### config.mk
export PLATFORM = sky130hd
export DESIGN_NAME = sidv_stage
export DESIGN_NICKNAME = d
export VERILOG_FILES = /design/src/hdl/sidv_pkg.sv /design/src/hdl/sidv_stage.sv
export SDC_FILE = /design/constraint.sdc
export NUM_CORES = 1
export LEC_CHECK = 0
export BUFFER_PORTS_ARGS = -buffer_cell sky130_fd_sc_hd__buf_4
export CELL_PAD_IN_SITES_DETAIL_PLACEMENT = 1
export CELL_PAD_IN_SITES_GLOBAL_PLACEMENT = 1
export CORE_ASPECT_RATIO = 1.4
export CORE_MARGIN = 2
export CORE_UTILIZATION = 40
export CTS_CLUSTER_SIZE = 14
export DETAILED_ROUTE_END_ITERATION = 10
export GPL_TIMING_DRIVEN = 0
export PLACE_DENSITY = 0.95
export SETUP_SLACK_MARGIN = 0.4
export SYNTH_ARGS = -nofsm -noshare
export SYNTH_HDL_FRONTEND = slang
export SYNTH_SLANG_ARGS = --single-unit
### constraint.sdc
create_clock -name clk -period 1.4 [get_ports clk]
set_input_delay 0.07 -clock clk [delete_from_list [all_inputs] [get_ports clk]]
set_output_delay 0.07 -clock clk [all_outputs]
set_load 0.005 [all_outputs]
### src/hdl/sidv_pkg.sv
`timescale 1ns / 1ps
`default_nettype none
// ----------------------------------------------------------------------------
// Signed divider package
// Shared defaults and the control word that travels down the divide pipeline.
// ----------------------------------------------------------------------------
package sidv_pkg;

    // Default operand width
    localparam int DATA_WIDTH_DEFAULT = 32;

    // Per-stage control: request valid, sign fix-up and the two special cases
    typedef struct packed {
        logic valid;
        logic neg;
        logic sat;
        logic dbz;
    } ctl_t;

endpackage : sidv_pkg
`default_nettype wire

### src/hdl/sidv_stage.sv
`timescale 1ns / 1ps
`default_nettype none
// ----------------------------------------------------------------------------
// Signed divider restoring stage
// Settles one quotient bit: shift in the next dividend bit, trial subtract.
// ----------------------------------------------------------------------------
module sidv_stage #(
    parameter int DATA_WIDTH = sidv_pkg::DATA_WIDTH_DEFAULT
) (
    input  logic                  clk,
    input  logic                  rst_n,
    input  logic                  advance,
    input  sidv_pkg::ctl_t        ctl_in,
    input  logic [DATA_WIDTH-1:0] rem_in,
    input  logic [DATA_WIDTH-1:0] num_in,
    input  logic [DATA_WIDTH-1:0] den_in,
    input  logic [DATA_WIDTH-1:0] quo_in,
    output sidv_pkg::ctl_t        ctl_out,
    output logic [DATA_WIDTH-1:0] rem_out,
    output logic [DATA_WIDTH-1:0] num_out,
    output logic [DATA_WIDTH-1:0] den_out,
    output logic [DATA_WIDTH-1:0] quo_out
);
    import sidv_pkg::*;

    logic [DATA_WIDTH:0]   shifted;
    logic [DATA_WIDTH:0]   diff;
    logic                  fits;
    ctl_t                  ctl_reg;
    logic [DATA_WIDTH-1:0] rem_reg;
    logic [DATA_WIDTH-1:0] rem_next;
    logic [DATA_WIDTH-1:0] num_reg;
    logic [DATA_WIDTH-1:0] den_reg;
    logic [DATA_WIDTH-1:0] quo_reg;
    logic [DATA_WIDTH-1:0] quo_next;

    always_comb
    begin
        shifted  = {rem_in, num_in[DATA_WIDTH-1]};
        diff     = shifted - {1'b0, den_in};
        fits     = (shifted >= {1'b0, den_in});
        // remainder stays below the divisor, so it fits the operand width
        rem_next = fits ? diff[DATA_WIDTH-1:0] : shifted[DATA_WIDTH-1:0];
        quo_next = {quo_in[DATA_WIDTH-2:0], fits};
    end

    always_ff @(posedge clk or negedge rst_n)
    begin
        if (!rst_n)
        begin
            ctl_reg <= '0;
        end
        else if (advance)
        begin
            ctl_reg <= ctl_in;
        end
    end

    always_ff @(posedge clk)
    begin
        if (advance)
        begin
            rem_reg <= rem_next;
            num_reg <= {num_in[DATA_WIDTH-2:0], 1'b0};
            den_reg <= den_in;
            quo_reg <= quo_next;
        end
    end

    assign ctl_out = ctl_reg;
    assign rem_out = rem_reg;
    assign num_out = num_reg;
    assign den_out = den_reg;
    assign quo_out = quo_reg;

endmodule : sidv_stage
`default_nettype wire

==> results of run 1 <==
==> repair_timing <==
| item | CTS |
|---|---|
| buffers inserted | 28 |
| gates resized for setup | 181 |
| cloned | 2 |
| hold endpoints to repair | 123 |
| pin swaps | 14 |
| hold buffers | 121 |
| setup endpoints to repair | 163 |
==> logic make-up after synthesis <==
family	after synthesis
AO/OA/AOI/OAI	119
XOR/XNOR	27
adder cells (fa/ha/maj)	33
buffers and inverters	57
flip-flops	131
multiplexers	15
other	1
AND/OR/NAND/NOR	99
==> metal layers <==
layer	GRT usage	overflow
met5	0	0
met4	0.810	52
met3	0.453	2
met2	0.963	95
met1	0.698	0
==> stage by stage <==
stage               instance area, um^2  TNS [ns]
floorplan                          6360    -40.63
global placement                   8580    -99.77
detailed placement                 8620    -66.07
CTS                               11400    -35.81
==> flow_metrics.tcl, run 1 <==
set metrics [dict create \
    syn_area_um2 6180 \
    synth_simple_gate_area_frac 0.0753 \
    initial_core_util 0.411 \
    grt.overflow.total 149 \
    clock-sinks 131 \
    dp_hpwl_um 15300 \
    die_w_um 109 \
    worstEndpointGrtRepair "rem_out[30]$_DFFE_PP_/D" \
    synth_fa_ha_area_frac 0.0680 \
    synth-edff-count 127 \
    yosys.cell_count.top_type "edfxtp_1" \
    stop_error "[ERROR GRT-0232] Routing congestion too high. Check the congestion heatmap in the GUI." \
    ioPinCount 267 \
    grt_max_degree 90 \
    cts_buffers 17 \
    synth_compound_gate_area_share 0.118 \
    synth_top_family_by_area "compound AO/OA/AOI/OAI gates" \
    synthXorXnorAreaFrac 0.0383 \
    syn_nets 650 \
    num_rows 53 \
    preCtsSetupSlack_ns -2.07 \
    dp.cells 939 \
    cts_buffer_depth 2 \
    synth_top_area_share 0.617 \
    worstEndpointType "register data pin" \
    synthMuxAreaShare 0.0271 \
    root_buffer "clkbuf_16" \
    synth_area_leaders "edfxtp_1 (62%), ha_1 (6.5%), a21oi_1 (4.5%)" \
    avgSynthCellArea_um2 12.8 \
    track_usage 0.720 \
    synth_commonest_cells "edfxtp_1 (127), a21oi_1 (56), inv_1 (38)" \
    ys_warn_count 0 \
    synthFlopType "edfxtp_1" \
    lastStage "global routing (5_1_grt)" \
    io_buffer_count 264 \
    synth-seq-cells 131 \
    yosys.area.top_type "edfxtp_1" \
    status "stopped before the end" \
    ys_async_sr_fraction 0.0305 \
    syn_inst 482 \
    htreeDepth 4 \
    gp_congestion 0.853 \
    synth-seq-area-share 0.633 \
    ys_types 50 \
    die_h_um 151 \
]
==> run 2: changes to the inputs <==
==> config.mk (replaced) <==
export PLATFORM = sky130hd
export DESIGN_NAME = sidv_stage
export DESIGN_NICKNAME = d
export VERILOG_FILES = /design/src/hdl/sidv_pkg.sv /design/src/hdl/sidv_stage.sv
export SDC_FILE = /design/constraint.sdc
export NUM_CORES = 1
export LEC_CHECK = 0
export BUFFER_PORTS_ARGS = -buffer_cell sky130_fd_sc_hd__buf_4
export CORE_MARGIN = 2
export CORE_UTILIZATION = 40
export DETAILED_ROUTE_END_ITERATION = 10
export GPL_TIMING_DRIVEN = 0
export PLACE_DENSITY_LB_ADDON = 0.15
export SYNTH_ARGS = -nofsm -noshare
export SYNTH_HDL_FRONTEND = slang
export SYNTH_SLANG_ARGS = --single-unit
==> flow_metrics.tcl, run 2 <==
set metrics [dict create \
    status "finished with violations" \
    violations "setup timing" \
    n_antenna_cell 0 \
    die_w_um 128 \
    rsz0062_at_grt "true" \
    tightest_slew_ns 0.564 \
    routed_via_density 5.00 \
    grt.overflow.total 0 \
    wl_per_cell_um 18.2 \
    firstDrtPassIters 5 \
    drt-initial-drc-count 379 \
    use_met3 0.0839 \
    timing.final.ws_setup_ns -1.11 \
    fmax_mhz 399 \
    dieArea_um2 16500 \
    initial_core_util 0.408 \
    antenna_found_initial 0 \
    top_usage_layer "met2" \
    clk_latency_ns 0.42 \
    nNetsFinal 1084 \
    cp_slowest_cell "or4_4" \
    holdWs_ns 0.0220 \
    syn_nets 650 \
    crit_path_max_fanout 5 \
    synth-seq-cells 131 \
    ioPinCount 267 \
    yosys.area.top_type "edfxtp_1" \
    p_leak_uw 0.00474 \
    num_rows 45 \
    worst_ep_arrival_time_ns 2.68 \
    yosys.cell_count.top_type "edfxtp_1" \
    synth-edff-count 127 \
    cts_buffers 17 \
    layout_common_cells "buf_4 (277), edfxtp_1 (127), dlygate4sd3_1 (126)" \
    avgSynthCellArea_um2 12.8 \
    ys_types 50 \
    track_usage 0.243 \
    crit_type "input pin to flop" \
    post-route-period-util 1.79 \
    met2_usage 0.425 \
    grt_max_degree 89 \
    grt_pass1_vias 5740 \
    gp_congestion 0.833 \
    clock-sinks 131 \
    root_buffer "clkbuf_16" \
    io_buffer_count 264 \
    period_needed_ns 2.51 \
    synth_commonest_cells "edfxtp_1 (127), a21oi_1 (56), inv_1 (38)" \
    preCtsSetupSlack_ns -1.96 \
    hp-class "input pin to flop" \
    skew_ns 0 \
    startpoint_type "input pin" \
    synth-seq-area-share 0.633 \
    r2r_slack_ns 0.62 \
    cts_tree "yes" \
    met1_usage 0.277 \
    area_growth_pct 77.5 \
    hold_viol_final 0 \
    crit_chain "buf_8 > inv_4 > ha_4 > nand4_1 > or4_4 > a21oi_4 > nor3_4 > a211oi_4 > o21ai_4 > o31ai_4 > buf_6 > mux2_4" \
    syn_area_um2 6180 \
    mostFrequentLayoutCell "buf_4" \
    synth_top_area_share 0.617 \
    required_ns 1.57 \
    grt_pass1_wl_um 30200 \
    fillCellCount 1042 \
    layout-drive-gt1-share 0.423 \
    routed_wl_um 20300 \
    power_density_nw_per_um2 1110 \
    clk_pin_slew_ns 0.06 \
    setup.worst_path.end_class "flop" \
    cp_top_family "compound AO/OA/AOI/OAI gates" \
    htreeDepth 4 \
    cts_buffer_depth 2 \
    utilization 0.724 \
    vias 5590 \
    setup_viol 33 \
    slew_viol_final 0 \
    core_area_um2 15100 \
    ys_async_sr_fraction 0.0305 \
    synthFlopType "edfxtp_1" \
    dp_hpwl_um 12900 \
    synth_area_leaders "edfxtp_1 (62%), ha_1 (6.5%), a21oi_1 (4.5%)" \
    cp_num_buf_inv 3 \
    ys_warn_count 0 \
    vdd_drop_max_mv 0.907 \
    syn_inst 482 \
    die_h_um 128 \
    critPathMaxStageDelay_ns 0.57 \
    ant_nets 0 \
    max_slew_margin 0.622 \
    route.detailed.drc 0 \
    drv_cap 0 \
]
==> run 2: cell counts after synthesis <==
No cell type changed its count.
==> run 2: report_power, final <==
part           switching, uW  internal [uW]  total (uW)
Sequential               118           4780        4900
Clock                   1710           2590        4310
Combinational           1280           1660        2930
Total                   3110           9030       12100
==> run 2: cell families after synthesis <==
family                     Yosys count  synth area share
AOI/OAI and AO/OA                  119             0.118
other                                1          0.000607
adders and majority gates           33            0.0680
xor gates and xnor gates            27            0.0383
buffers and inverters               57            0.0389
muxes                               15            0.0271
DFF                                131             0.633
and+or+nand+nor                     99            0.0753
==> run 2: final cells by class <==
class,count,area [um^2],share of cell area
flip-flops and latches,131,3910,0.357
repair buffers,421,3570,0.326
clock buffers,22,474,0.0432
multi-input cells,294,2390,0.217
well taps,188,235,0.0214
clock inverters,10,100,0.00912
inverters,38,168,0.0153
plain buffers,13,119,0.0108
==> run 2: repair_timing <==
item                                    CTS  global route
pin swaps                                14            25
gates resized for setup                  37            52
hold buffers                            125             1
buffers inserted                         15            14
endpoints found under the setup margin   33            33
cloned                                    1             0
hold endpoints to repair                127             1
==> run 2: path summary, 6_finish.rpt <==
kind	from	end	cells past startpoint
max in group asynchronous	rst_n	ctl_out[3]	3
setup / recovery	den_in[16]	rem_out[30]	12
setup reg to reg	ctl_out[1]	ctl_out[1]	1
hold / removal	rem_in[16]	rem_out[17]	3
min in group asynchronous	rst_n	ctl_out[2]	3
hold reg to reg	ctl_out[2]	ctl_out[2]	1
==> run 2: routing by layer <==
metal | up-vias | wire [um]
met5 | - | 0
met4 | 0 | 440
met3 | 29 | 1500
met2 | 212 | 10600
met1 | 2703 | 7770
li1 | 2646 | -
==> run 2: metrics by stage <==
stage               TNS [ns]  power, uW  std cells  cell area [um^2]
finish                -34.39      12100       1117             11000
global route          -36.96      12600       1117             11000
CTS                   -35.82      12000       1105             10700
detailed placement    -62.52       7270        935              8610
global placement      -99.97       7220        934              8580
floorplan             -40.63       6010        482              6360
No activity file was read; power rests on OpenSTA's default activity.
==> run 3: changes to the inputs <==
==> constraint.sdc (replaced) <==
create_clock -name clk -period 2.33 [get_ports clk]
set_input_delay 0.1165 -clock clk [delete_from_list [all_inputs] [get_ports clk]]
set_output_delay 0.1165 -clock clk [all_outputs]
set_load 0.005 [all_outputs]
==> flow_metrics.tcl, run 3 (synthesis gave the netlist of run 2 again) <==
set metrics [dict create \
    track_usage 0.237 \
    p_leak_uw 0.00466 \
    vdd_drop_max_mv 0.523 \
    drv_cap 0 \
    slew_viol_final 0 \
    final_area_um2 10800 \
    crit_path_max_fanout 5 \
    crit_type "input pin to flop" \
    gp_congestion 0.833 \
    switching_share 0.255 \
    r2r_slack_ns 1.54 \
    num_rows 45 \
    skew_ns 0 \
    period_needed_ns 2.56 \
    grt_pass1_wl_um 29400 \
    required_ns 2.51 \
    post-route-period-util 1.10 \
    grt_max_degree 89 \
    cp_slowest_cell "or4_4" \
    max_slew_margin 0.626 \
    startpoint_type "input pin" \
    cts_tree "yes" \
    rsz0062_at_grt "true" \
    p_total_uw 7260 \
    drt-initial-drc-count 383 \
    mostFrequentLayoutCell "buf_4" \
    clk_pin_slew_ns 0.06 \
    preCtsSetupSlack_ns -1.07 \
    route.detailed.drc 0 \
    routed_wl_um 19900 \
    critPathMaxStageDelay_ns 0.57 \
    hold-path-cell-count 2 \
    dieArea_um2 16500 \
    area_growth_pct 74.5 \
    setup.worst_path.end_class "flop" \
    n_antenna_cell 0 \
    layout-drive-gt1-share 0.434 \
    io_buffer_count 264 \
    reg2reg_from "ctl_out[0]" \
    grt.overflow.total 0 \
    antenna_found_initial 0 \
    rr_worst_depth 1 \
    wl_per_cell_um 18.1 \
    dp_hpwl_um 12900 \
    layout_common_cells "buf_4 (278), edfxtp_1 (127), dlygate4sd3_1 (106)" \
    hp-class "input pin to flop" \
    worst_ep_arrival_time_ns 2.74 \
    die_w_um 128 \
    cts_buffer_depth 2 \
    ant_nets 0 \
    fmax_mhz 391 \
    fin_cells 1098 \
    hold_end "rem_out[6]" \
    cts_buffers 17 \
    intPower_uw 5400 \
    cp_top_family "compound AO/OA/AOI/OAI gates" \
    violations "setup timing" \
    firstDrtPassIters 5 \
    dp.cells 935 \
    core_area_um2 15100 \
    timing.final.ws_setup_ns -0.230 \
    p_switching_uw 1850 \
    r2r-end "ctl_out[0]" \
    root_buffer "clkbuf_16" \
    clock-sinks 131 \
    tightest_slew_ns 0.558 \
    ioPinCount 267 \
    die_h_um 128 \
    power_density_nw_per_um2 673 \
    hold_viol_final 0 \
    p_comb_frac 0.239 \
    setup_viol 32 \
    routed_via_density 5.03 \
    grt_pass1_vias 5616 \
    worstHoldStart "rem_in[5]" \
    clkPwrFrac 0.355 \
    crit_chain "buf_8 > inv_4 > ha_4 > nand4_1 > or4_4 > a21oi_4 > nor3_4 > a211oi_4 > o21ai_4 > o31ai_4 > buf_6 > mux2_4" \
    seqPwrFrac 0.405 \
    cp_num_buf_inv 3 \
    initial_core_util 0.408 \
    vias 5520 \
    htreeDepth 4 \
    status "finished with violations" \
    cp.depth 12 \
    clk_latency_ns 0.43 \
    place_area_um2 8610 \
    nNetsFinal 1065 \
]
## run 3: cell count changes in the layout (fill, tap and decap cells not counted)
cell           change
dlygate4sd3_1     -20
a21oi_1            -1
a21oi_2            +1
buf_4              +1
## run 3: routing by layer
metal,global-route usage,up-vias,share of wire
li1,-,2618,-
met1,0.269,2667,0.38
met2,0.421,208,0.53
met3,0.0764,27,0.072
met4,0.0821,0,0.019
met5,0,-,0
## run 3: through the flow
| step | TNS (ns) | util | hold slack, ns |
|---|---|---|---|
| floorplan | -11.47 | - | -0.179 |
| global placement | -32.76 | 0.566 | -0.0868 |
| detailed placement | -33.36 | 0.569 | -0.0837 |
| CTS | -6.69 | 0.692 | 0.00618 |
| global route | -8.04 | 0.712 | 0.0175 |
| finish | -5.46 | 0.712 | 0.0261 |
## run 3: worst max-delay path by stage
stage | to | slack, ns | from
6_report | rem_out[30] | -0.23 | den_in[16]
3_5_place_dp | rem_out[26] | -1.07 | den_in[7]
2_1_floorplan | rem_out[13] | -0.44 | den_in[7]
4_1_cts | rem_out[28] | -0.25 | den_in[18]
3_3_place_gp | rem_out[5] | -1.05 | den_in[7]
5_1_grt | rem_out[6] | -0.30 | den_in[16]
## run 3: repair_timing
item / CTS / global route
gates cloned: 1 / 0
buffers inserted: 15 / 15
setup endpoints to repair: 33 / 33
pin swaps: 14 / 25
hold buffers: 106 / 0
endpoints found under the hold margin: 109 / 0
resized for setup: 37 / 53
## run 3: power groups by stage
stage,combinational [uW],clock (uW),sequential (uW)
2_1_floorplan,599,0,3010
3_3_place_gp,1360,0,2980
3_5_place_dp,1380,0,2980
4_1_cts,1630,2630,2940
5_1_grt,1870,2710,2960
6_report,1740,2580,2940
## run 3: layout make-up
cell class	instances	area, um^2
fillers	1046	4360
flip-flops and latches	131	3910
repair buffers	402	3380
multi-input cells	294	2390
clock buffers	22	474
well taps	188	235
inverters	38	168
plain buffers	13	119
clock inverters	10	100
==> run 4: changes to the inputs <==
--- a/config.mk
+++ b/config.mk
@@ -5,6 +5,7 @@
 export SDC_FILE = /design/constraint.sdc
 export NUM_CORES = 1
 export LEC_CHECK = 0
+export ABC_AREA = 1
 export BUFFER_PORTS_ARGS = -buffer_cell sky130_fd_sc_hd__buf_4
 export CORE_MARGIN = 2
 export CORE_UTILIZATION = 40
==> flow_metrics.tcl, run 4 <==
set metrics [dict create \
    status "finished, final reports clean" \
    gp_congestion 0.902 \
    critPathMaxStageDelay_ns 0.54 \
    ant_nets 0 \
    max_slew_margin 0.654 \
    rr_worst_depth 1 \
    path_common_cell "nand2_1" \
    ys_warn_count 0 \
    period_needed_ns 2.21 \
    ys_async_sr_fraction 0.0305 \
    die_h_um 138 \
    root_buffer "clkbuf_16" \
    cp_num_buf_inv 3 \
    mostFrequentLayoutCell "nand2_1" \
    htreeDepth 4 \
    initial_core_util 0.412 \
    vdd_drop_max_mv 0.506 \
    vias 6551 \
    dp_hpwl_um 16100 \
    grt_max_degree 80 \
    place_area_um2 9470 \
    synthFlopType "edfxtp_1" \
    post-route-period-util 0.947 \
    r2r_slack_ns 1.58 \
    layout_common_cells "nand2_1 (268), buf_4 (266), inv_1 (147)" \
    grt.overflow.total 0 \
    dp.cells 1279 \
    clk_pin_slew_ns 0.07 \
    core_area_um2 17400 \
    die_w_um 138 \
    cts_buffer_depth 2 \
    num_rows 48 \
    crit_path_max_fanout 3 \
    crit_type "input pin to flop" \
    crit_chain "dlygate4sd3_1 > buf_4 > ha_1 > fa_1 > inv_1 > nand3_1 > nand3_2 > nand2_1 > nand3_1 > nand2_1 > nand3_1 > nand2_1 > nand3_2 > nand2_1" \
    hold-path-cell-count 3 \
    p_total_uw 7200 \
    area_growth_pct 58.2 \
    worst_ep_arrival_time_ns 2.38 \
    synth-edff-count 127 \
    dieArea_um2 19000 \
    grt_pass1_vias 6314 \
    slew_viol_final 0 \
    yosys.cell_count.top_type "nand2_1" \
    hp-class "input pin to flop" \
    synth-seq-cells 131 \
    synth-seq-area-share 0.546 \
    worstHoldStart "rem_in[24]" \
    skew_ns 0 \
    route.detailed.drc 0 \
    fmax_mhz 453 \
    cp_slowest_cell "dlygate4sd3_1" \
    ys_types 31 \
    nNetsFinal 1360 \
    clock-sinks 131 \
    syn_inst 789 \
    wl_per_cell_um 15.3 \
    r2r-end "ctl_out[1]" \
    track_usage 0.228 \
    startpoint_type "input pin" \
    fin_cells 1431 \
    p_leak_uw 0.00560 \
    yosys.area.top_type "edfxtp_1" \
    io_buffer_count 264 \
    fillCellCount 1413 \
    routed_via_density 4.58 \
    synth_commonest_cells "nand2_1 (274), inv_1 (147), edfxtp_1 (127)" \
    routed_wl_um 21900 \
    layout-drive-gt1-share 0.309 \
    required_ns 2.50 \
    drv_cap 0 \
    hold_viol_final 0 \
    tightest_slew_ns 0.518 \
    cts_buffers 17 \
    antenna_found_initial 1 \
    syn_nets 957 \
    firstDrtPassIters 4 \
    cp_top_family "simple AND/OR/NAND/NOR gates" \
    final_area_um2 11300 \
    syn_area_um2 7170 \
    clk_latency_ns 0.42 \
    setup.worst_path.end_class "flop" \
    avgSynthCellArea_um2 9.09 \
    grt_pass1_wl_um 32500 \
    drt-initial-drc-count 317 \
    power_density_nw_per_um2 634 \
    reg2reg_from "ctl_out[1]" \
    synth_top_area_share 0.532 \
    hold_end "rem_out[25]" \
    cts_tree "yes" \
    setup_viol 0 \
    synth_area_leaders "edfxtp_1 (53%), nand2_1 (14%), inv_1 (7.7%)" \
    ioPinCount 267 \
]
==> run 4: cell type report <==
cell class / count / area, um^2 / area share
inverters: 152 / 571 / 0.0503
plain buffers: 11 / 95.1 / 0.00838
repair buffers: 384 / 3200 / 0.282
diodes: 1 / 2.50 / 0.000221
clock buffers: 17 / 425 / 0.0375
well taps: 225 / 282 / 0.0248
multi-input cells: 495 / 2720 / 0.240
flip-flops and latches: 131 / 3910 / 0.345
clock inverters: 15 / 138 / 0.0121
==> run 4: layer usage <==
layer / wire [um] / up-vias / GRT usage
li1: - / 3335 / -
met1: 9260 / 2969 / 0.277
met2: 10900 / 217 / 0.404
met3: 1300 / 30 / 0.0442
met4: 482 / 0 / 0.0794
met5: 0 / - / 0
==> run 4: worst min-delay path, stage by stage <==
cell	delay [ns]
buf_4	0.08
nand3_1	0.07
nand2_1	0.06
==> run 4: worst max-delay path by stage <==
stage          startpoint  cells after the start  slack (ns)          end
5_1_grt         rem_in[4]                     13       -0.03  rem_out[24]
4_1_cts        rem_in[22]                     13        0.04   rem_out[2]
3_3_place_gp   num_in[31]                     14        0.14  rem_out[28]
2_1_floorplan  num_in[31]                     13        0.60  rem_out[16]
3_5_place_dp   num_in[31]                     14        0.13  rem_out[28]
6_report        den_in[0]                     14        0.12  rem_out[24]
==> run 4: repair_timing <==
action | CTS | global route
endpoints found under the hold margin | 120 | 0
setup buffers | 0 | 2
endpoints found under the setup margin | 0 | 30
resized for setup | 0 | 31
hold buffers | 117 | 0
==> run 4: power breakdown <==
part           internal [uW]  leakage (uW)  total [uW]  switching [uW]
sequential              2860       0.00129        2920            63.9
combinational            843       0.00403        1680             832
clock                   1410      0.000274        2600            1190
==> run 4: stage by stage <==
stage | setup TNS, ns | setup WS (ns) | utilization | hold slack, ns
floorplan | 0 | 0.601 | - | -0.179
global placement | 0 | 0.140 | 0.542 | -0.0851
detailed placement | 0 | 0.134 | 0.544 | -0.0847
CTS | 0 | 0.0380 | 0.643 | 0.000924
global route | -0.210 | -0.0278 | 0.652 | 0.0150
finish | 0 | 0.124 | 0.652 | 0.0120
==> run 4: kinds of logic after synthesis <==
kind of cell	Yosys count	synth area share
AOI/OAI and AO/OA	25	0.0181
buffers and inverters	163	0.0914
and+or+nand+nor	418	0.262
DFF	131	0.546
xor gates and xnor gates	14	0.0171
other	1	0.000523
muxes	4	0.00628
adders and majority gates	33	0.0586
